[src/hw/rtl/midi_note_pairing_tracker_assert.svh]
// Assertion helpers for the note pairing tracker.
// Both sample on clk and are off while arst_n is low.
`ifndef MIDI_NOTE_PAIRING_TRACKER_ASSERT_SVH
`define MIDI_NOTE_PAIRING_TRACKER_ASSERT_SVH

// same-cycle implication
`define MNPT_ASSERT_IMPL(lbl, ante, cons, msg) \
	lbl: assert property (@(posedge clk) disable iff (!arst_n) (ante) |-> (cons)) \
		else $error(msg);

// next-cycle implication
`define MNPT_ASSERT_NEXT(lbl, ante, cons, msg) \
	lbl: assert property (@(posedge clk) disable iff (!arst_n) (ante) |=> (cons)) \
		else $error(msg);

`endif

[src/hw/rtl/mnpt_pkg.sv]
package mnpt_pkg;

	localparam int MAX_TRACKS_DEF = 4;
	localparam int QUEUE_DEPTH_DEF = 2;
	localparam int CHANNELS = 16;
	localparam int NOTES = 128;

	localparam int TRACK_W = 2;
	localparam int CHAN_W = 4;
	localparam int NOTE_W = 7;
	localparam int VEL_W = 7;
	localparam int TICK_W = 32;
	localparam int CNT_W = 32;
	localparam int SLOT_IDX_W = TRACK_W + CHAN_W + NOTE_W;

	localparam logic [7:0] STATUS_TYPE_MASK = 8'hF0;
	localparam logic [7:0] STATUS_CHAN_MASK = 8'h0F;
	localparam logic [7:0] TYPE_NOTE_ON = 8'h90;
	localparam logic [7:0] TYPE_NOTE_OFF = 8'h80;
	localparam logic [VEL_W-1:0] DEFAULT_VELOCITY = 7'd100;

	// action codes of an incoming word
	localparam logic [1:0] ACT_CHANNEL = 2'd0;
	localparam logic [1:0] ACT_TIMED = 2'd1;
	localparam logic [1:0] ACT_FLUSH = 2'd2;

	// operations queued for the back end
	localparam logic [1:0] OP_TIME = 2'd0;
	localparam logic [1:0] OP_ON = 2'd1;
	localparam logic [1:0] OP_OFF = 2'd2;
	localparam logic [1:0] OP_FLUSH = 2'd3;

	typedef struct packed {
		logic [1:0] action;
		logic [TICK_W-1:0] tick;
		logic [7:0] status_byte;
		logic [TRACK_W-1:0] track;
		logic [NOTE_W-1:0] note_number;
		logic has_second;
		logic [VEL_W-1:0] second_byte;
	} evt_word_t;

	typedef struct packed {
		logic note_valid;
		logic [CHAN_W-1:0] out_channel;
		logic [NOTE_W-1:0] out_note;
		logic [VEL_W-1:0] out_velocity;
		logic [TICK_W-1:0] onset_tick;
		logic [TICK_W-1:0] stop_tick;
		logic [TICK_W-1:0] latest_tick;
		logic [CNT_W-1:0] notes_total;
		logic [CNT_W-1:0] overlap_total;
		logic [CNT_W-1:0] events_total;
	} res_word_t;

	typedef struct packed {
		logic [1:0] op;
		logic count_evt;
		logic raise_end;
		logic [TICK_W-1:0] tick;
		logic [CHAN_W-1:0] chan;
		logic [NOTE_W-1:0] note;
		logic [VEL_W-1:0] vel;
		logic [SLOT_IDX_W-1:0] slot_idx;
	} cmd_t;

	typedef struct packed {
		logic on;
		logic [TICK_W-1:0] start;
		logic [VEL_W-1:0] vel;
	} slot_t;

	localparam slot_t SLOT_RESET = '{on: 1'b0, start: '0, vel: DEFAULT_VELOCITY};

endpackage

[src/hw/rtl/mnpt_front.sv]
module mnpt_front import mnpt_pkg::*; #(
	parameter int MAX_TRACKS = MAX_TRACKS_DEF
) (
	input logic evt_valid,
	output logic evt_ready,
	input evt_word_t evt,
	input logic q_full,
	input logic busy,
	output logic push,
	output cmd_t cmd
);

	logic [7:0] ev_type;
	logic track_ok;

	assign ev_type = evt.status_byte & STATUS_TYPE_MASK;
	// track field is narrow, so widen both sides before comparing
	assign track_ok = ({5'd0, evt.track} < 7'(MAX_TRACKS));

	assign evt_ready = !q_full && !busy;
	assign push = evt_valid && evt_ready;

	always_comb begin
		cmd = '0;
		cmd.tick = evt.tick;
		cmd.chan = CHAN_W'(evt.status_byte & STATUS_CHAN_MASK);
		cmd.note = evt.note_number;
		cmd.vel = evt.second_byte;
		cmd.slot_idx = {evt.track, cmd.chan, evt.note_number};
		cmd.op = OP_TIME;
		unique case (evt.action)
			ACT_CHANNEL: begin
				cmd.count_evt = 1'b1;
				cmd.raise_end = 1'b1;
				if (evt.has_second && track_ok) begin
					if (ev_type == TYPE_NOTE_ON && evt.second_byte != '0) begin
						cmd.op = OP_ON;
					end else if (ev_type == TYPE_NOTE_OFF || ev_type == TYPE_NOTE_ON) begin
						cmd.op = OP_OFF;
					end
				end
			end
			ACT_TIMED: begin
				cmd.raise_end = 1'b1;
			end
			ACT_FLUSH: begin
				if (track_ok) begin
					cmd.op = OP_FLUSH;
				end
			end
			default: begin
				cmd.op = OP_TIME;
			end
		endcase
	end

endmodule

[config.mk]
export PLATFORM = sky130hd
export DESIGN_NAME = mnpt_front
export DESIGN_NICKNAME = d
export VERILOG_FILES = /design/src/hw/rtl/midi_note_pairing_tracker_assert.svh /design/src/hw/rtl/mnpt_pkg.sv /design/src/hw/rtl/mnpt_front.sv
export SDC_FILE = /design/constraint.sdc
export NUM_CORES = 1
export LEC_CHECK = 0
export ABC_AREA = 1
export BUFFER_PORTS_ARGS = -buffer_cell sky130_fd_sc_hd__buf_4
export CORE_AREA = 2 2 51 53
export DETAILED_ROUTE_END_ITERATION = 10
export DIE_AREA = 0 0 53 55
export PLACE_DENSITY = 0.94
export SLEW_MARGIN = 20
export SYNTH_ARGS = -nofsm -noshare
export SYNTH_HDL_FRONTEND = slang
export SYNTH_SLANG_ARGS = --single-unit
[constraint.sdc]
create_clock -name vclk -period 0.8
set_clock_uncertainty 0.05 [all_clocks]
set_input_delay 0.04 -clock vclk [all_inputs]
set_output_delay 0.04 -clock vclk [all_outputs]
set_load 0.05 [all_outputs]
Yosys cells after proc, flatten, opt, wreduce, memory -nomap -nowiden
Index checks and enable logic that the tools add are counted.
{ "totals": {"register_bits": 0, "input_bits": 62, "out_inout_bits": 69, "elab_cells": 19} }
{ "op_classes": {"eq_ne": 4, "n_mux": 6, "reduce_logical": 9} }
{ "op_table": {"columns": ["op", "count"], "rows": [
  ["$eq 4x4->1 const B", 2],
  ["$reduce_bool 7->1", 1],
  ["$mux 2", 3],
  ["$pmux 2 s2", 1],
  ["$logic_and 1x1->1", 3],
  ["$eq 2x1->1 const B", 1],
  ["$eq 2x2->1 const B", 1],
  ["$logic_not 1->1", 2],
  ["$logic_not 2->1", 1],
  ["$mux 1", 2],
  ["$reduce_or 2->1", 1],
  ["$logic_or 1x1->1", 1]
]} }

Depth between registers and ports, before layout
Gate-level depths: netlist of run 1.
{ "depth": {"depth_word": 6, "depth_mapped": 6, "ltp_nobuf": 6} }

Least setup slack after synthesis of run 1
OpenSTA, ideal clock, no wires.
{ "synth_timing": {"path_type": "input to output", "from": "input port q_full", "to": "output port push", "t_arrival_ns": 1.198, "required_time_ns": 0.710, "path_slack_ns": -0.488, "cell_stages": 1, "path_buffers": 0, "cell_sequence": "nor3b_1"} }
{ "synth_between": {"elab_chain_cells": 3} }
{ "synth_lines": {"columns": ["element", "line_no", "rtl"], "rows": [
  ["start, declared", "mnpt_front.sv:7", "input logic q_full,"],
  ["$logic_not 1->1", "mnpt_front.sv:20", "assign evt_ready = !q_full && !busy;"],
  ["$logic_and 1x1->1", "mnpt_front.sv:20", null],
  ["$logic_and 1x1->1", "mnpt_front.sv:21", "assign push = evt_valid && evt_ready;"],
  ["end, declared", "mnpt_front.sv:9", "output logic push,"]
]} }
No other way between the ends.

==> impl_metrics.py, run 1 <==
metrics = {
    "setup_path": {
        "endpoint_kind": "output pin",
        "cp_cell_sequence": "buf_6 > nor2_1 > and2_1 > nand2_1 > nand3_1 > nand2_1 > buf_6",
        "crit_arrival_ns": 0.73,
        "max_stage_delay_ns": 0.15,
        "cp.depth": 7,
        "cp_data_required_time_ns": 0.71,
        "critical_path.max_fanout": 3,
        "crit_path_start_kind": "input pin",
        "crit_path_top_delay_cell": "buf_6",
        "crit_family": "simple AND/OR/NAND/NOR gates",
        "critPathKind": "in -> out",
        "crit_buf_inv": 2,
    },
    "drt": {
        "drt-total-wl_mm": 1.170,
        "dr.pass1.iters": 2,
        "vias_per_cell": 3.800,
        "routedWlPerCell_um": 13.00,
        "antenna_left": 0,
        "drt-initial-drc-count": 1,
        "drc": 0,
        "via_count": 342,
    },
    "finish": {
        "fin_util_pct": 20.79,
        "final_nets": 124,
        "final_cells": 90,
        "drive_gt1_share_pct": 71.67,
        "antenna_cells": 0,
        "nClkBuffers": 0,
        "seq_cell_count": 0,
        "fill_cells": 261,
        "register_area_um2": 0,
        "area_growth_pct": -19.14,
    },
    "die": {
        "core_region_area_um2": 2365,
        "rows": 18,
        "die_w_um": 53,
        "die-area_um2": 2915,
        "io_pins": 131,
        "fp.dieH_um": 55,
        "initial_core_util_pct": 25.71,
    },
    "grt": {
        "grt_usage_pct": 7.281,
        "grt_antenna_before_repair": 0,
        "grt-ovfl-total": 0,
        "grt_pass1_wl_mm": 1.600,
        "grt_max_degree": 4,
        "grt_pass1_vias": 349,
    },
    "sta": {
        "tightestPinTransition_ns": 0.1498,
        "setup_tns_ns": -0.01891,
        "slew_viol_final": 0,
        "setup_viol": 2,
        "max_freq_mhz": 1226,
        "timing.final.ws_setup_ns": -0.01581,
        "finalHoldViolCount": 0,
        "slew_headroom_pct": 90.10,
        "whs_ns": 0.03002,
        "finalCritPeriodShare_pct": 102.0,
        "rsz0062_at_grt": "true",
        "finalWorstPathRequiredPeriod_ns": 0.8158,
    },
    "synthesis": {
        "post-synth-top-area-cell": "buf_4",
        "synth_nets": 154,
        "synth_cell_types": 13,
        "synthTopCellsByArea": "buf_4 (78%), nor2_1 (4.9%), nand2_1 (4.3%), inv_1 (3.1%), nor3b_2 (2.1%)",
        "synthCells": 92,
        "synth_top_area_share_pct": 77.78,
        "syn-cell-area_um2": 608.1,
        "synth_most_common_cell": "buf_4",
        "ys_seq_area_share_pct": 0,
        "ys_warn_count": 0,
        "syn_avg_cell_area_um2": 6.610,
        "synthTopCellsByCount": "buf_4 (63), nor2_1 (8), nand2_1 (7)",
    },
    "power": {
        "power_frac_clock_pct": 0,
        "switching_share_pct": 58.34,
        "seqPwrFrac_pct": 0,
        "ir_drop_v": 0.0002217,
        "power.internal_w": 0.0001414,
        "combPwrFrac_pct": 100.0,
        "p_switching_w": 0.0001980,
        "powerDensity_nw_per_um2": 690.3,
        "p_leak_nw": 0.2416,
    },
    "place": {
        "dpl_worst_slack_ns": -0.1368,
        "place_inst": 90,
        "io_buffers": 30,
        "gp_congestion": 0.5791,
        "hpwl_mm": 1.017,
    },
    "run_status": {
        "violations": "setup timing",
        "status": "complete, but fails checks",
    },
    "clock_network": {
        "cts_hold_buffers": 0,
        "postCtsSetupBuffers": 0,
    },
    "min_path": {
        "hold_depth": 0,
        "hold_path.class": "in -> out",
    },
    "flow_run": {
        "drv_cap": 0,
    },
}
kinds of logic (layout without fill, tap and decap cells):
group | count (synthesis) | after routing | share of synthesized area [%]
buffers and inverters | 68 | 36 | 80.86
AO/OA/AOI/OAI | 1 | 1 | 0.8223
AND/OR/NAND/NOR | 23 | 23 | 18.31
cells in the final DEF (no fill, tap or decap):
cell type	count
buf_8	2
nor3b_2	2
buf_4	23
nor2_4	4
inv_1	5
nand3_1	1
nor2_2	1
or2_1	1
and2_1	1
buf_6	6
nand2_2	3
nor3_2	1
nor2_1	4
nand2_1	5
o21ai_2	1
path summary, 6_finish.rpt:
path / startpoint / end / slack (ns)
worst max-delay path: evt[3] / cmd[65] / -0.02
worst min-delay path: evt[25] / cmd[31] / 0.03
repair_timing:
action                                  CTS  global route
pin swaps                                10             5
endpoints found under the setup margin    2             2
resized for setup                        18             4
metrics by stage:
stage	power, W	cell area [um^2]
finish	0.0003394	491.7
floorplan	0.0009403	613.1
CTS	0.0003332	475.5
global route	0.0003618	491.7
detailed placement	0.0003004	410.4
global placement	0.0002982	410.4
final cells by class:
type,instances,area [um^2],share of cell area (%)
inverters,5,18.77,3.817
well taps,30,37.54,7.634
multi-input cells,24,165.2,33.59
repair buffers,31,270.3,54.96
power by group through the flow:
stage | Sequential [W] | Combinational (W) | Clock [W]
after global placement | 0 | 0.000298 | 0
final | 0 | 0.000339 | 0
after detailed placement | 0 | 0.000300 | 0
after floorplan | 0 | 0.000940 | 0
after CTS | 0 | 0.000333 | 0
after global routing | 0 | 0.000362 | 0
per-layer routing:
layer | GRT usage [%] | vias to the layer above | wire length [um] | part of all wire (%)
met5 | 0 | - | 0 | 0
li1 | - | 150 | - | -
met2 | 13.96 | 45 | 581 | 50
met3 | 3.495 | 14 | 242 | 21
met4 | 4.701 | 0 | 62 | 5.3
met1 | 5.929 | 133 | 284 | 24
Note: power is estimated with default switching activity, not from simulation.
==> inputs of run 2 (changes only) <==
- SETUP_SLACK_MARGIN: unset -> 0.1
==> impl_metrics.py, run 2 (same netlist as run 1, synthesis figures left out) <==
metrics = {
    "finish": {
        "area_growth_pct": -4.938,
        "drive_gt1_share_pct": 96.83,
        "register_area_um2": 0,
        "layout_common_cells": "buf_4 (24), buf_6 (7)",
        "final_common_cell": "buf_4",
        "antenna_cells": 0,
        "seq_cell_count": 0,
        "nClkBuffers": 0,
        "final_nets": 127,
        "fin_util_pct": 24.44,
    },
    "drt": {
        "met2_length_um": 573,
        "antenna_left": 0,
        "vias_per_cell": 3.978,
        "wl_met1_um": 306,
        "drt-initial-drc-count": 0,
        "routedWlPerCell_um": 12.74,
        "dr.pass1.iters": 1,
        "dr_wl_met3_um": 179,
        "route.top_layer_used": "met4",
        "drc": 0,
        "via_count": 370,
        "drt-total-wl_mm": 1.185,
    },
    "grt": {
        "grt_usage_pct": 7.622,
        "grt_antenna_before_repair": 0,
        "grt-ovfl-total": 0,
        "grt_pass1_wl_mm": 1.711,
        "grt_pass1_vias": 379,
        "grt_max_degree": 4,
    },
    "place": {
        "dpl_worst_slack_ns": -0.1269,
        "io_buffers": 30,
        "gp_congestion": 0.6712,
        "hpwl_um": 961.1,
    },
    "sta": {
        "slew_viol_final": 0,
        "finalCritPeriodShare_pct": 99.81,
        "timing.final.ws_setup_ns": 0.001523,
        "setup_tns_ns": 0,
        "rsz0062_at_grt": "true",
        "tightestPinTransition_ns": 0.1423,
        "setup_viol": 0,
        "finalWorstPathRequiredPeriod_ns": 0.7985,
        "slew_headroom_pct": 90.47,
        "max_freq_mhz": 1252,
        "finalHoldViolCount": 0,
    },
    "setup_path": {
        "crit_path_start_kind": "input pin",
        "critPathKind": "in -> out",
        "crit_family": "simple AND/OR/NAND/NOR gates",
        "crit_buf_inv": 2,
        "crit_arrival_ns": 0.71,
        "crit_path_top_delay_cell": "o21ai_2",
        "cp_cell_sequence": "buf_8 > nor2_4 > nand2_2 > o21ai_2 > nand2_2 > nand2_4 > buf_8",
        "critical_path.max_fanout": 3,
        "max_stage_delay_ns": 0.14,
        "cp_data_required_time_ns": 0.71,
        "endpoint_kind": "output pin",
    },
    "run_status": {
        "status": "finished, final reports clean",
    },
    "clock_network": {
        "cts_hold_buffers": 0,
    },
    "power": {
        "ir_drop_v": 0.0002584,
        "p_leak_nw": 0.2633,
        "powerDensity_nw_per_um2": 667.9,
    },
    "flow_run": {
        "drv_cap": 0,
    },
    "die": {
        "core_region_area_um2": 2365,
        "rows": 18,
        "io_pins": 131,
        "fp.dieH_um": 55,
        "initial_core_util_pct": 25.71,
        "die-area_um2": 2915,
        "die_w_um": 53,
    },
    "min_path": {
        "hold_path.class": "in -> out",
    },
}
==> run 2: worst paths after layout <==
path	start	end	slack (ns)	cells past startpoint
setup / recovery	evt[0]	cmd[66]	0.002	7
hold / removal	evt[25]	cmd[31]	0.03	0
==> run 2: power breakdown <==
part / total, W / switching, W / internal (W) / leakage (nW)
clock: 0 / 0 / 0 / 0
sequential: 0 / 0 / 0 / 0
combinational: 0.000386 / 0.000217 / 0.000169 / 0.263
total: 0.000386 / 0.000217 / 0.000169 / 0.263
==> run 2: final cells by class <==
cell class                 count  area [um^2]
fill                         278         1787
inverter                       5        22.52
timing repair buffer          34        304.0
tap                           30        37.54
multi-input combinational     24        214.0
==> run 2: metal layers <==
metal	GRT usage, %	up-vias
li1	-	158
met1	6.410	146
met2	12.29	42
met3	2.957	24
met4	10.26	0
met5	0	-
==> run 2: through the flow <==
| stage | hold slack [ns] | area (um^2) | cells | total power (W) |
|---|---|---|---|---|
| floorplan | 0.1215 | 639.4 | 92 | 0.0009519 |
| global placement | 0.03034 | 451.7 | 92 | 0.0003199 |
| detailed placement | 0.03034 | 451.7 | 92 | 0.0003217 |
| CTS | 0.03034 | 510.5 | 92 | 0.0003546 |
| global route | 0.03009 | 578.1 | 93 | 0.0004075 |
| finish | 0.03002 | 578.1 | 93 | 0.0003861 |
==> run 2: what timing repair did <==
| item | CTS | global route |
|---|---|---|
| pin swaps | 11 | 8 |
| setup endpoints to repair | 2 | 2 |
| buffers inserted | 0 | 1 |
| resized for setup | 19 | 17 |
