===== config.mk =====
export PLATFORM = sky130hd
export DESIGN_NAME = mnpt_queue
export DESIGN_NICKNAME = d
export VERILOG_FILES = /design/src/hw/rtl/midi_note_pairing_tracker_assert.svh /design/src/hw/rtl/mnpt_pkg.sv /design/src/hw/rtl/mnpt_queue.sv
export SDC_FILE = /design/constraint.sdc
export NUM_CORES = 1
export LEC_CHECK = 0
export BUFFER_PORTS_ARGS = -buffer_cell sky130_fd_sc_hd__buf_2
export CAP_MARGIN = 15
export CORE_MARGIN = 4
export CORE_UTILIZATION = 52
export CTS_CLUSTER_SIZE = 30
export DETAILED_ROUTE_END_ITERATION = 16
export HOLD_SLACK_MARGIN = 0.05
export MAX_ROUTING_LAYER = met4
export PLACE_DENSITY = 0.81
export SLEW_MARGIN = 25
export SYNTH_ARGS = -nofsm -noshare
export SYNTH_HDL_FRONTEND = slang
export SYNTH_SLANG_ARGS = --single-unit

===== constraint.sdc =====
create_clock -name clk -period 5.3 [get_ports clk]
set_input_delay 0.265 -clock clk [delete_from_list [all_inputs] [get_ports clk]]
set_output_delay 0.265 -clock clk [all_outputs]
set_load 0.03 [all_outputs]

===== src/hw/rtl/midi_note_pairing_tracker_assert.svh =====
// Assertion helpers for the note pairing tracker.
// Both sample on clk and are off while arst_n is low.
`ifndef MIDI_NOTE_PAIRING_TRACKER_ASSERT_SVH
`define MIDI_NOTE_PAIRING_TRACKER_ASSERT_SVH

// same-cycle implication
`define MNPT_ASSERT_IMPL(lbl, ante, cons, msg) \
	lbl: assert property (@(posedge clk) disable iff (!arst_n) (ante) |-> (cons)) \
		else $error(msg);

// next-cycle implication
`define MNPT_ASSERT_NEXT(lbl, ante, cons, msg) \
	lbl: assert property (@(posedge clk) disable iff (!arst_n) (ante) |=> (cons)) \
		else $error(msg);

`endif


===== src/hw/rtl/mnpt_pkg.sv =====
package mnpt_pkg;

	localparam int MAX_TRACKS_DEF = 4;
	localparam int QUEUE_DEPTH_DEF = 2;
	localparam int CHANNELS = 16;
	localparam int NOTES = 128;

	localparam int TRACK_W = 2;
	localparam int CHAN_W = 4;
	localparam int NOTE_W = 7;
	localparam int VEL_W = 7;
	localparam int TICK_W = 32;
	localparam int CNT_W = 32;
	localparam int SLOT_IDX_W = TRACK_W + CHAN_W + NOTE_W;

	localparam logic [7:0] STATUS_TYPE_MASK = 8'hF0;
	localparam logic [7:0] STATUS_CHAN_MASK = 8'h0F;
	localparam logic [7:0] TYPE_NOTE_ON = 8'h90;
	localparam logic [7:0] TYPE_NOTE_OFF = 8'h80;
	localparam logic [VEL_W-1:0] DEFAULT_VELOCITY = 7'd100;

	// action codes of an incoming word
	localparam logic [1:0] ACT_CHANNEL = 2'd0;
	localparam logic [1:0] ACT_TIMED = 2'd1;
	localparam logic [1:0] ACT_FLUSH = 2'd2;

	// operations queued for the back end
	localparam logic [1:0] OP_TIME = 2'd0;
	localparam logic [1:0] OP_ON = 2'd1;
	localparam logic [1:0] OP_OFF = 2'd2;
	localparam logic [1:0] OP_FLUSH = 2'd3;

	typedef struct packed {
		logic [1:0] action;
		logic [TICK_W-1:0] tick;
		logic [7:0] status_byte;
		logic [TRACK_W-1:0] track;
		logic [NOTE_W-1:0] note_number;
		logic has_second;
		logic [VEL_W-1:0] second_byte;
	} evt_word_t;

	typedef struct packed {
		logic note_valid;
		logic [CHAN_W-1:0] out_channel;
		logic [NOTE_W-1:0] out_note;
		logic [VEL_W-1:0] out_velocity;
		logic [TICK_W-1:0] onset_tick;
		logic [TICK_W-1:0] stop_tick;
		logic [TICK_W-1:0] latest_tick;
		logic [CNT_W-1:0] notes_total;
		logic [CNT_W-1:0] overlap_total;
		logic [CNT_W-1:0] events_total;
	} res_word_t;

	typedef struct packed {
		logic [1:0] op;
		logic count_evt;
		logic raise_end;
		logic [TICK_W-1:0] tick;
		logic [CHAN_W-1:0] chan;
		logic [NOTE_W-1:0] note;
		logic [VEL_W-1:0] vel;
		logic [SLOT_IDX_W-1:0] slot_idx;
	} cmd_t;

	typedef struct packed {
		logic on;
		logic [TICK_W-1:0] start;
		logic [VEL_W-1:0] vel;
	} slot_t;

	localparam slot_t SLOT_RESET = '{on: 1'b0, start: '0, vel: DEFAULT_VELOCITY};

endpackage


===== src/hw/rtl/mnpt_queue.sv =====
module mnpt_queue import mnpt_pkg::*; #(
	parameter int DEPTH = QUEUE_DEPTH_DEF
) (
	input logic clk,
	input logic arst_n,
	input logic push,
	input cmd_t push_cmd,
	output logic full,
	input logic pop,
	output logic not_empty,
	output cmd_t head
);

	localparam int PW = (DEPTH > 1) ? $clog2(DEPTH) : 1;
	localparam int CW = $clog2(DEPTH + 1);

	cmd_t entry_q [DEPTH];
	logic [PW-1:0] wr_ptr_q;
	logic [PW-1:0] rd_ptr_q;
	logic [CW-1:0] count_q;

	assign full = (count_q == CW'(DEPTH));
	assign not_empty = (count_q != '0);
	assign head = entry_q[rd_ptr_q];

	function automatic logic [PW-1:0] ptr_inc(input logic [PW-1:0] p);
		ptr_inc = (p == PW'(DEPTH - 1)) ? '0 : p + 1'b1;
	endfunction

	always_ff @(posedge clk) begin
		if (push) begin
			entry_q[wr_ptr_q] <= push_cmd;
		end
	end

	always_ff @(posedge clk or negedge arst_n) begin
		if (!arst_n) begin
			wr_ptr_q <= '0;
			rd_ptr_q <= '0;
			count_q <= '0;
		end else begin
			if (push) begin
				wr_ptr_q <= ptr_inc(wr_ptr_q);
			end
			if (pop) begin
				rd_ptr_q <= ptr_inc(rd_ptr_q);
			end
			if (push && !pop) begin
				count_q <= count_q + 1'b1;
			end else if (pop && !push) begin
				count_q <= count_q - 1'b1;
			end
		end
	end

endmodule


# Yosys cells after proc, flatten, opt, wreduce, memory -nomap -nowiden
# Memories as Yosys holds them, arrays and structs flattened.
# Cells that the tools add are included.
[totals] register_bits=4 elab_cells=21 input_bits=71 out_inout_bits=69 mem_bits_ro=0 ram_bits=134 latch_bits=0 memories=1
[mem_list] memory="entry_q" words=2 width=67 read_ports=1 rd_ports_with_merged_regs=0 write_ports=1 line_no="mnpt_queue.sv:17" source="cmd_t entry_q [DEPTH];"
[op_classes] div_mod_pow=0 n_lt_le_gt_ge=0 n_reduce_logical=6 shifts=0 bitwise=0 muxes=6 n_eq_ne=1 multipliers=0 addsub=4
[ops] op="$mux 1" count=4
[ops] op="$mux 2" count=2
[ops] op="$reduce_bool 2->1" count=2
[ops] op="$add 1x1->1 const B" count=2
[ops] op="$add 2x1->2 const B" count=1
[ops] op="$eq 2x2->1 const B" count=1
[ops] op="$logic_and 1x1->1" count=2
[ops] op="$logic_not 1->1" count=2
[ops] op="$sub 2x1->2 const B" count=1

# Depth between registers and ports, before layout
# Gate-level depths: netlist of run 1.
[logic_depth] word_depth=4 ltp_mapped=5 mapped_depth_nobuf=5

# Worst setup path after synthesis of run 1
# Ideal clock, no wire load.
[synth_path] path_kind="register to register" from="register wr_ptr_q" to="memory entry_q[0][0] (netlist name) (enable)" slack_ns=1.421 stages_incl_launch_ff=2 setup_ns=0.500 arrival_time_ns=3.379 t_required_ns=4.800 path_buffers=0 cell_sequence="dfrtp_1 nor2b_1"
[synth_lines] item="from (decl)" line_no="mnpt_queue.sv:18" source="logic [PW-1:0] wr_ptr_q;"
[synth_lines] item="from (signal assigned)" line_no="mnpt_queue.sv:43" source="wr_ptr_q <= ptr_inc(wr_ptr_q);"
[synth_lines] item="to (decl)" line_no="mnpt_queue.sv:17"
# No word-level cell before the write port.

==> results of run 1 <==
[kinds of logic (layout without fill, tap and decap cells)]
logic type               after synthesis  after routing  synth area share, %
XOR/XNOR                               5              5                0.856
flip-flops                           138            138                 80.6
adder cells (fa/ha/maj)                1              1                0.245
AND/OR/NAND/NOR                        5              5                0.563
buffers and inverters                  9            244                 1.49
multiplexers                          67             67                 16.2
[state kept, by name, indices dropped and copies added, names as in the netlist]
name and flops:
count_q 2, entry_q 134, wr_ptr_q 1, rd_ptr_q 1
[metal layers]
layer | GRT usage, % | vias to the layer above
met4 | 5.02 | 0
met1 | 21.0 | 1414
met2 | 33.4 | 104
met5 | - | -
li1 | - | 1333
met3 | 4.88 | 9
[report_power, final]
group	switching [mW]	internal, mW	total, mW	leakage [nW]
registers	0.172	1.45	1.62	1.30
clock network	0.433	0.717	1.15	0.281
logic	0.752	0.512	1.26	1.26
[worst max-delay path by stage]
stage,endpoint,slack (ps),from
final,head[57],2790,rd_ptr_q$_DFFE_PN0P_
after global routing,head[57],2680,rd_ptr_q$_DFFE_PN0P_
after CTS,head[57],2750,rd_ptr_q$_DFFE_PN0P_
after detailed placement,entry_q[0][66]$_DFFE_PP_,3120,push
after global placement,entry_q[0][40]$_DFFE_PP_,3180,push
after floorplan,entry_q[0][0]$_DFFE_PP_,1420,wr_ptr_q$_DFFE_PN0P_
[metrics by stage]
step | setup slack [ps] | util [%] | instance area (um2) | std cells
2_1_floorplan | 1420 | - | 5110 | 225
3_3_place_gp | 3180 | 63.0 | 5930 | 487
3_5_place_dp | 3120 | 63.0 | 5930 | 487
4_1_cts | 2750 | 76.6 | 7210 | 588
5_1_grt | 2680 | 76.9 | 7240 | 589
6_report | 2790 | 76.9 | 7240 | 589
[worst register-to-register path, cell delays in order, from the launching register on]
cell     delay [ps]
dfrtp_1         420
and2_2          710
buf_4           540
[synthesized netlist by cell type]
cell      number
and2_1         1
mux2_4        20
inv_1          1
xnor2_1        1
or2_2          1
xor2_1         4
edfxtp_1     134
nor2_1         1
ha_1           1
mux2_2        47
dfrtp_1        4
nor2b_1        2
buf_8          2
buf_2          4
buf_6          2
[layout make-up]
| class | instances | area share (%) |
|---|---|---|
| tap | 129 | 2.23 |
| sequential | 138 | 57.0 |
| timing repair buffer | 212 | 19.9 |
| clock inverter | 14 | 2.37 |
| clock buffer | 17 | 5.72 |
| inverter | 1 | 0.0518 |
| multi-input combinational | 78 | 12.8 |
[what timing repair did]
item	CTS	global route
setup endpoints to repair	0	0
hold buffers	70	0
endpoints found under the hold margin	140	0
==> Implementation_results.wiki, run 1 <==
{| class="wikitable"
! Metric !! Value
|-
| Status || completed
|-
| Sequential area share after synthesis || around four fifths
|-
| Register bit total from synthesis || about 140
|-
| Standard-cell rows || 35
|-
| Share of layout cells above drive strength 1 || 53.0%
|-
| Routability Congestion || ~0.73
|-
| Routed length per placed instance || approximately 17 um
|-
| Postcts setup bufs || 0
|-
| Reg area || about 4100 um2
|-
| Leak || 2.84 nW
|-
| Post-detailed-placement half-perimeter wirelength || between 5000 and 6000 um
|-
| Ratio of total power to cell area || roughly 560 nW/um2
|-
| GRT Resource Usage Total || between 10% and 20%
|-
| Clock H-tree levels || 4
|-
| Global-route wire length before repair || around 16000 um
|-
| Reg-to-reg endpoint || entry_q[1][45]$_DFFE_PP_
|-
| Peak VDD IR || roughly 0.38 mV
|-
| Number of antenna repair diodes || 0
|-
| Post-route total power || 4.04 mW
|-
| Cell at the slowest stage of the critical path || dfrtp_4
|-
| Setup skew after layout || ~7.4 ps
|-
| Cell type with the largest total area after synthesis || edfxtp_1
|-
| Yosys cell types || 15
|-
| Setup TNS || 0 ps
|-
| Die outline area || between 10000 and 15000 um2
|-
| Top cell family by delay on the critical path || flip-flops
|-
| RSZ-0062 raised after global routing || no
|-
| Total DRC errors in the routed layout || 0
|-
| Slew HR || between 30% and 40%
|-
| Highest achievable clock rate || around 400 MHz
|-
| Worst R2R Setup Slack || 3250 ps
|-
| CP endpoint kind || output pin
|-
| Cell area after technology mapping || roughly 5100 um2
|-
| Multi-input gate area || 923 um2
|-
| Depth of the critical timing path with buffers and inverters included || 2
|-
| Met2 wire length || around 5600 um
|-
| DR iter-0 viols || between 100 and 150
|-
| Resized cells post-CTS || 0
|-
| Longest individual stage delay on the worst path || approximately 1100 ps
|-
| Vias after detailed routing || between 2000 and 3000
|-
| Number of nets in the synthesized netlist || 297
|-
| Clock network latency to the later pin of the worst-skew pair || 500 ps
|-
| Cell count of the worst reg-to-reg path || 2
|-
| Synthesis Warnings || 0
|-
| Commonest non-fill, non-tap cell in the layout || buf_2
|-
| Worst EP arrival || 2250 ps
|-
| Clock Root Buffer || clkbuf_8
|-
| Final worst path period need || 2510 ps
|-
| Routed wire length || between 10000 and 15000 um
|-
| R2r startpoint || wr_ptr_q$_DFFE_PN0P_
|-
| Final Net Count || 520
|-
| Top cells by area, synth || edfxtp_1 79%, mux2_2 10%, mux2_4 5.9%, dfrtp_1 2.0%, xor2_1 0.68%
|-
| CP startpoint kind || flop
|-
| Post-route antenna net violation count || 0
|-
| Starting density of the core || between 50% and 60%
|-
| Total number of clock tree sinks || 138
|-
| Cell-by-cell listing of the critical path || mux2_2 > buf_2
|-
| Transition time of the tightest slew-check pin || slightly above 1000 ps
|-
| I/O pins || 140
|-
| Post-Synthesis Mean Instance Area || 22.7 um2
|-
| Grt ovf || 0
|-
| Max layer used || met4
|-
| Height of the chip || around 110 um
|-
| Detailed Routing Iterations Pass 1 || 4
|-
| Leading cell types in the layout, fill and taps excluded || 139 x buf_2, 134 x edfxtp_1, 70 x dlygate4sd3_1
|-
| Classification of the worst setup path || reg2out
|-
| Tcrit/Tclk final || about 47%
|-
| Die width || between 100 and 150 um
|-
| Required time of the critical path || between 5000 and 6000 ps
|-
| FILL cells || roughly 520
|-
| Final setup violation count || 0
|-
| Detailed-routing wirelength on met1 || a little under 4000 um
|-
| Number of hold violations in the final report || 0
|-
| Number of buffers inserted by port buffering || between 100 and 150
|-
| Number of instances in the synthesized netlist || around 230
|-
| Max-slew violation count || 0
|-
| # Max-Cap Violations || 0
|-
| Buf+Inv Stages, Crit Path || 1
|-
| Core area || around 9400 um2
|-
| Pin count of the biggest net entering global routing || 69
|-
| Via density per instance || between 4 and 5
|-
| Worst-path maximum fanout || between 60 and 70
|-
| Clock tree from TritonCTS || done
|-
| Area growth from synthesis to layout || 41.6%
|-
| Met3 routed wirelength || between 500 and 600 um
|-
| WHS || between 100 and 150 ps
|-
| Clock buffer count from CTS || 17
|-
| Min-delay worst type || in2async
|-
| Clock-pin slew of the registers on the worst-case setup and hold paths || 60 ps
|-
| Initial antenna violation count || 0
|-
| Share of the synthesized area in the top cell type || approximately four fifths
|-
| Via count of the first global-routing pass || 3157
|-
| Longest Clk Path Bufs || 2
|}
(Power assumes the default switching activity.)
==> inputs of run 2 (changes only) <==
--- a/config.mk
+++ b/config.mk
@@ -8,12 +8,12 @@
 export BUFFER_PORTS_ARGS = -buffer_cell sky130_fd_sc_hd__buf_2
 export CAP_MARGIN = 15
 export CORE_MARGIN = 4
-export CORE_UTILIZATION = 52
+export CORE_UTILIZATION = 47
 export CTS_CLUSTER_SIZE = 30
 export DETAILED_ROUTE_END_ITERATION = 16
 export HOLD_SLACK_MARGIN = 0.05
 export MAX_ROUTING_LAYER = met4
-export PLACE_DENSITY = 0.81
+export PLACE_DENSITY = 0.78
 export SLEW_MARGIN = 25
 export SYNTH_ARGS = -nofsm -noshare
 export SYNTH_HDL_FRONTEND = slang
==> constraint.sdc (replaced) <==
create_clock -name clk -period 2.1 [get_ports clk]
set_input_delay 0.105 -clock clk [delete_from_list [all_inputs] [get_ports clk]]
set_output_delay 0.105 -clock clk [all_outputs]
set_load 0.03 [all_outputs]
==> run 2 against run 1 <==
Sequential cell count did not move. Combinational power rose to 2.8 times the previous value. Register-to-register slack got worse by 2600 ps. Critical path type unchanged. Final cell count rose by 2.9%. Critical endpoint is now head[47]. Sequential power rose by 140%.
==> Implementation_results.wiki, run 2 (same netlist as run 1, synthesis figures left out) <==
{| class="wikitable"
! Metric !! Value
|-
| Clock H-tree levels || 4
|-
| Commonest non-fill, non-tap cell in the layout || buf_2
|-
| Largest register FFs || ~130
|-
| Number of hold violations in the final report || 0
|-
| Post-detailed-placement half-perimeter wirelength || 6240 um
|-
| Classification of the worst setup path || reg2out
|-
| Reg area || roughly 4100 um2
|-
| Max-slew violation count || 0
|-
| Top register by number of flip-flops || entry_q
|-
| Routability Congestion || just over 0.7
|-
| Peak VDD IR || a little under 0.8 mV
|-
| CP endpoint kind || output pin
|-
| WHS || between 300 and 400 ps
|-
| Number of buffers inserted by port buffering || between 100 and 150
|-
| Tcrit/Tclk final || roughly nine tenths
|-
| FILL cells || ~690
|-
| Final setup slack of the worst path || 205 ps
|-
| Global-route wire length before repair || around 15000 um
|-
| Clock-pin slew of the registers on the worst-case setup and hold paths || ~50 ps
|-
| Number of antenna repair diodes || 0
|-
| Registers with the most flip-flops || entry_q x134, count_q x2
|-
| Die width || approximately 110 um
|-
| Worst-path maximum fanout || 29
|-
| Die outline area || about 13000 um2
|-
| Clock buffer count from CTS || 17
|-
| Post-route antenna net violation count || 0
|-
| Clock Root Buffer || clkbuf_8
|-
| Height of the chip || 112 um
|-
| I/O pins || 140
|-
| Highest achievable clock rate || between 500 and 600 MHz
|-
| DR iter-0 viols || 87
|-
| RSZ-0062 raised after global routing || no
|-
| CP startpoint kind || flop
|-
| Routed length per placed instance || 16.2 um
|-
| Post-route total power || about 10 mW
|-
| Clock tree from TritonCTS || done
|-
| Worst slack at placement || between 600 and 700 ps
|-
| Setup TNS || 0 ps
|-
| Final setup violation count || 0
|-
| Routed wire length || 9840 um
|-
| Final worst path period need || about 1900 ps
|-
| Vias after detailed routing || ~2800
|-
| Grt ovf || 0
|-
| Slew HR || between 60% and 70%
|-
| Multi-input gate area || a little over 900 um2
|-
| Core area || between 10000 and 15000 um2
|-
| Share of layout cells above drive strength 1 || a little over half
|-
| Transition time of the tightest slew-check pin || around 470 ps
|-
| Min-delay worst type || in2reg
|-
| Status || completed
|-
| GRT Resource Usage Total || approximately 17%
|-
| Final Net Count || between 500 and 600
|-
| Via density per instance || 4.70
|-
| Total DRC errors in the routed layout || 0
|-
| Required time of the critical path || around 2000 ps
|-
| Ratio of total power to cell area || 1390 nW/um2
|-
| Area growth from synthesis to layout || 43.0%
|-
| # Max-Cap Violations || 0
|-
| Leak || between 2 and 3 nW
|-
| Via count of the first global-routing pass || approximately 3200
|-
| Worst EP arrival || around 1800 ps
|-
| Setup skew after layout || around 4.2 ps
|-
| Standard-cell rows || 37
|-
| Pin count of the biggest net entering global routing || 36
|-
| Longest Clk Path Bufs || 2
|-
| Leading cell types in the layout, fill and taps excluded || 139 x buf_2, 134 x edfxtp_1, 71 x dlygate4sd3_1
|-
| Starting density of the core || between 40% and 50%
|-
| Detailed Routing Iterations Pass 1 || 5
|-
| Total number of clock tree sinks || 138
|-
| Initial antenna violation count || 0
|-
| Clock network latency to the later pin of the worst-skew pair || 500 ps
|}
## run 2: changes by cell type in the layout (fill, tap and decap cells not counted)
cell	change
and2_2	-1
dlygate4sd3_1	+1
clkbuf_1	+4
clkinv_2	+2
clkinv_4	-2
buf_16	-1
inv_6	-3
buf_12	+3
clkinvlp_4	-2
clkinv_1	+1
and2_4	+1
buf_4	+7
## run 2: final timing paths
kind	start	endpoint	slack, ps	cells after the start
max	rd_ptr_q$_DFFE_PN0P_	head[47]	210	3
min reg2reg	count_q[1]$_DFFE_PN0P_	count_q[1]$_DFFE_PN0P_	490	1
max in group asynchronous	arst_n	rd_ptr_q$_DFFE_PN0P_	1350	3
min	push_cmd[18]	entry_q[1][18]$_DFFE_PP_	310	2
min in group asynchronous	arst_n	wr_ptr_q$_DFFE_PN0P_	540	3
max reg2reg	wr_ptr_q$_DFFE_PN0P_	entry_q[1][28]$_DFFE_PP_	650	2
## run 2: metrics by stage
stage / instances / instance area, um2 / utilization [%]
finish: 606 / 7320 / 69.9
detailed placement: 498 / 6000 / 57.4
global route: 606 / 7320 / 69.9
CTS: 600 / 7270 / 69.5
global placement: 498 / 6000 / 57.4
floorplan: 225 / 5120 / -
## run 2: worst max-delay path, stage by stage (launching register included)
cell and delay (ps):
dfrtp_4 500, buf_12 230, mux2_2 360, buf_2 180
## run 2: final cells by class
type / count / share of cell area, %
sequential: 138 / 56.4
timing repair buffer: 222 / 21.0
multi-input combinational: 78 / 12.6
clock buffer: 21 / 5.87
tap: 136 / 2.33
clock inverter: 10 / 1.73
inverter: 1 / 0.0513
## run 2: routing by layer
layer	GRT usage, %	up-vias	share of wire (%)
met1	18.1	1383	40
li1	-	1350	-
met3	5.98	6	5.9
met4	4.89	0	0.64
met5	-	-	0
met2	28.7	109	54
## run 2: power breakdown
part / total (mW) / switching, mW / internal (mW)
Sequential: 3.85 / 0.179 / 3.67
Clock: 2.77 / 0.985 / 1.78
Combinational: 3.58 / 2.16 / 1.42
Total: 10.2 / 3.32 / 6.87
## run 2: what timing repair did
action	4_1_cts	5_1_grt
hold endpoints to repair	141	0
hold buffers	71	0
setup buffers	0	6
resized for setup	0	0
endpoints found under the setup margin	0	1
==> inputs of run 3 (changes only) <==
--- a/config.mk
+++ b/config.mk
@@ -14,6 +14,7 @@
 export HOLD_SLACK_MARGIN = 0.05
 export MAX_ROUTING_LAYER = met4
 export PLACE_DENSITY = 0.78
+export RECOVER_POWER = 50
 export SLEW_MARGIN = 25
 export SYNTH_ARGS = -nofsm -noshare
 export SYNTH_HDL_FRONTEND = slang
==> run 3 against run 2 <==
Sequential share of layout area up 0.55 points. Design area decreased by 0.96%. Final cell count is the same. Clock skew about the same. Wire length shrank 0.42%. Clock-buffer cell count is the same. Largest cell class unchanged. Highest routed layer unchanged.
==> Implementation_results.wiki, run 3 (same netlist as run 1, synthesis figures left out) <==
{| class="wikitable"
! Metric !! Value
|-
| Status || completed
|-
| Total DRC errors in the routed layout || 0
|-
| Clock network latency to the later pin of the worst-skew pair || 510 ps
|-
| Clock H-tree levels || 4
|-
| Standard-cell rows || 37
|-
| Setup TNS || 0 ps
|-
| Commonest non-fill, non-tap cell in the layout || edfxtp_1
|-
| Die width || 112 um
|-
| Final Util || roughly 70%
|-
| Max-slew violation count || 0
|-
| Starting density of the core || about half
|-
| Clock buffer count from CTS || 17
|-
| Total number of clock tree sinks || 138
|-
| Number of buffers inserted by port buffering || 139
|-
| Clock tree from TritonCTS || done
|-
| Ratio of total power to cell area || approximately 1400 nW/um2
|-
| Multi-input gate area || 923 um2
|-
| Design internal power || 6.85 mW
|-
| Global-route wire length before repair || between 15000 and 20000 um
|-
| Registers with the most flip-flops || entry_q x134, count_q x2
|-
| Via count of the first global-routing pass || 3189
|-
| Proportion of power drawn by flip-flops and latches || a little under two fifths
|-
| Top register by number of flip-flops || entry_q
|-
| CP startpoint kind || flop
|-
| Peak VDD IR || around 0.84 mV
|-
| DR iter-0 viols || a little over 80
|-
| Number of hold violations in the final report || 0
|-
| Min-delay worst type || in2reg
|-
| Number of antenna repair diodes || 0
|-
| Final Net Count || 530
|-
| Post-detailed-placement half-perimeter wirelength || 6240 um
|-
| Final setup slack of the worst path || approximately 200 ps
|-
| RSZ-0062 raised after global routing || no
|-
| Longest Clk Path Bufs || 2
|-
| Detailed Routing Iterations Pass 1 || 4
|-
| I/O pins || 140
|-
| # Max-Cap Violations || 0
|-
| Clock-pin slew of the registers on the worst-case setup and hold paths || 50 ps
|-
| Setup skew after layout || ~3.9 ps
|-
| Clock Root Buffer || clkbuf_8
|-
| Grt ovf || 0
|-
| Worst-path maximum fanout || 29
|-
| Post-route antenna net violation count || 0
|-
| Transition time of the tightest slew-check pin || ~850 ps
|-
| Required time of the critical path || around 2000 ps
|-
| Switch Pwr || about 3.3 mW
|-
| Area growth from synthesis to layout || 41.7%
|-
| Share of layout cells above drive strength 1 || slightly above 40%
|-
| Net Sw Frac || about a third
|-
| Clock power frac || a little over a quarter
|-
| Leak || roughly 2.7 nW
|-
| Worst EP arrival || around 1800 ps
|-
| Classification of the worst setup path || reg2out
|-
| Height of the chip || between 100 and 150 um
|-
| Comb pwr share || 35.0%
|-
| Final worst path period need || 1900 ps
|-
| FILL cells || slightly above 700
|-
| Routability Congestion || ~0.70
|-
| Worst slack at placement || 605 ps
|-
| GRT Resource Usage Total || between 15 and 20%
|-
| CP endpoint kind || output pin
|-
| Pin count of the biggest net entering global routing || 36
|-
| Non-Filler Instances || a little over 600
|-
| Reg area || a little over 4000 um2
|-
| Routed length per placed instance || roughly 16 um
|-
| Highest achievable clock rate || 526 MHz
|-
| Core area || 10500 um2
|-
| Number of placed instances, taps included || roughly 500
|-
| Leading cell types in the layout, fill and taps excluded || 134 x edfxtp_1, 83 x buf_2, 71 x dlygate4sd3_1
|-
| Slew HR || 43.6%
|-
| Vias after detailed routing || roughly 2900
|-
| Initial antenna violation count || 0
|-
| Via density per instance || between 4 and 5
|-
| Largest register FFs || approximately 130
|-
| Tcrit/Tclk final || 90.5%
|-
| Routed wire length || ~9800 um
|-
| Final setup violation count || 0
|-
| Die outline area || around 13000 um2
|}
==> run 3: changes by cell type in the layout (fill, tap and decap cells not counted), sizes merged <==
cell,change
clkbuf,+57
buf,-57
==> run 3: layout make-up <==
cell class / count / share of cell area [%]
Clock inverter: 10 / 1.74
Timing Repair Buffer: 222 / 20.2
Tap cell: 136 / 2.35
Sequential cell: 138 / 57.0
Multi-Input combinational cell: 78 / 12.7
Inverter: 1 / 0.0518
Clock buffer: 21 / 5.92
==> run 3: final timing paths <==
| check | from | to | slack [ps] | cells past startpoint |
|---|---|---|---|---|
| setup / recovery | rd_ptr_q$_DFFE_PN0P_ | head[41] | 200 | 3 |
| hold / removal | push_cmd[18] | entry_q[1][18]$_DFFE_PP_ | 310 | 2 |
| setup reg to reg | wr_ptr_q$_DFFE_PN0P_ | entry_q[1][28]$_DFFE_PP_ | 430 | 2 |
| hold reg to reg | count_q[1]$_DFFE_PN0P_ | count_q[1]$_DFFE_PN0P_ | 490 | 1 |
| max in group asynchronous | arst_n | rd_ptr_q$_DFFE_PN0P_ | 1350 | 3 |
| min in group asynchronous | arst_n | wr_ptr_q$_DFFE_PN0P_ | 540 | 3 |
==> run 3: layer usage <==
| metal | vias to the layer above | global-route usage (%) | part of all wire, % |
|---|---|---|---|
| li1 | 1351 | - | - |
| met1 | 1374 | 18.1 | 39 |
| met2 | 120 | 28.7 | 54 |
| met3 | 6 | 5.98 | 6.2 |
| met4 | 0 | 4.89 | 0.64 |
| met5 | - | - | 0 |
==> run 3: power groups by stage <==
stage / sequential, mW / clock, mW / combinational [mW]
3_5_place_dp: 3.94 / 0 / 3.38
6_report: 3.85 / 2.77 / 3.56
4_1_cts: 3.89 / 2.84 / 3.50
5_1_grt: 3.89 / 2.98 / 3.77
2_1_floorplan: 3.82 / 0 / 2.61
3_3_place_gp: 3.90 / 0 / 3.36
==> run 3: per-stage QoR <==
stage / hold slack [ps] / total power [mW] / cell area, um2
floorplan: -191 / 6.44 / 5120
global placement: -71.3 / 7.26 / 6000
detailed placement: -75.3 / 7.33 / 6000
CTS: 288 / 10.2 / 7270
global route: 287 / 10.6 / 7250
finish: 314 / 10.2 / 7250
==> run 3: repair_timing <==
action	CTS	global route
gates resized for setup	0	0
buffers inserted	0	6
endpoints found under the hold margin	141	0
hold buffers	71	0
setup endpoints to repair	0	1
==> run 3: critical path, cell delays in order, from the launching register on <==
cell	delay [ps]
dfrtp_4	500
buf_12	230
mux2_2	370
buf_2	180
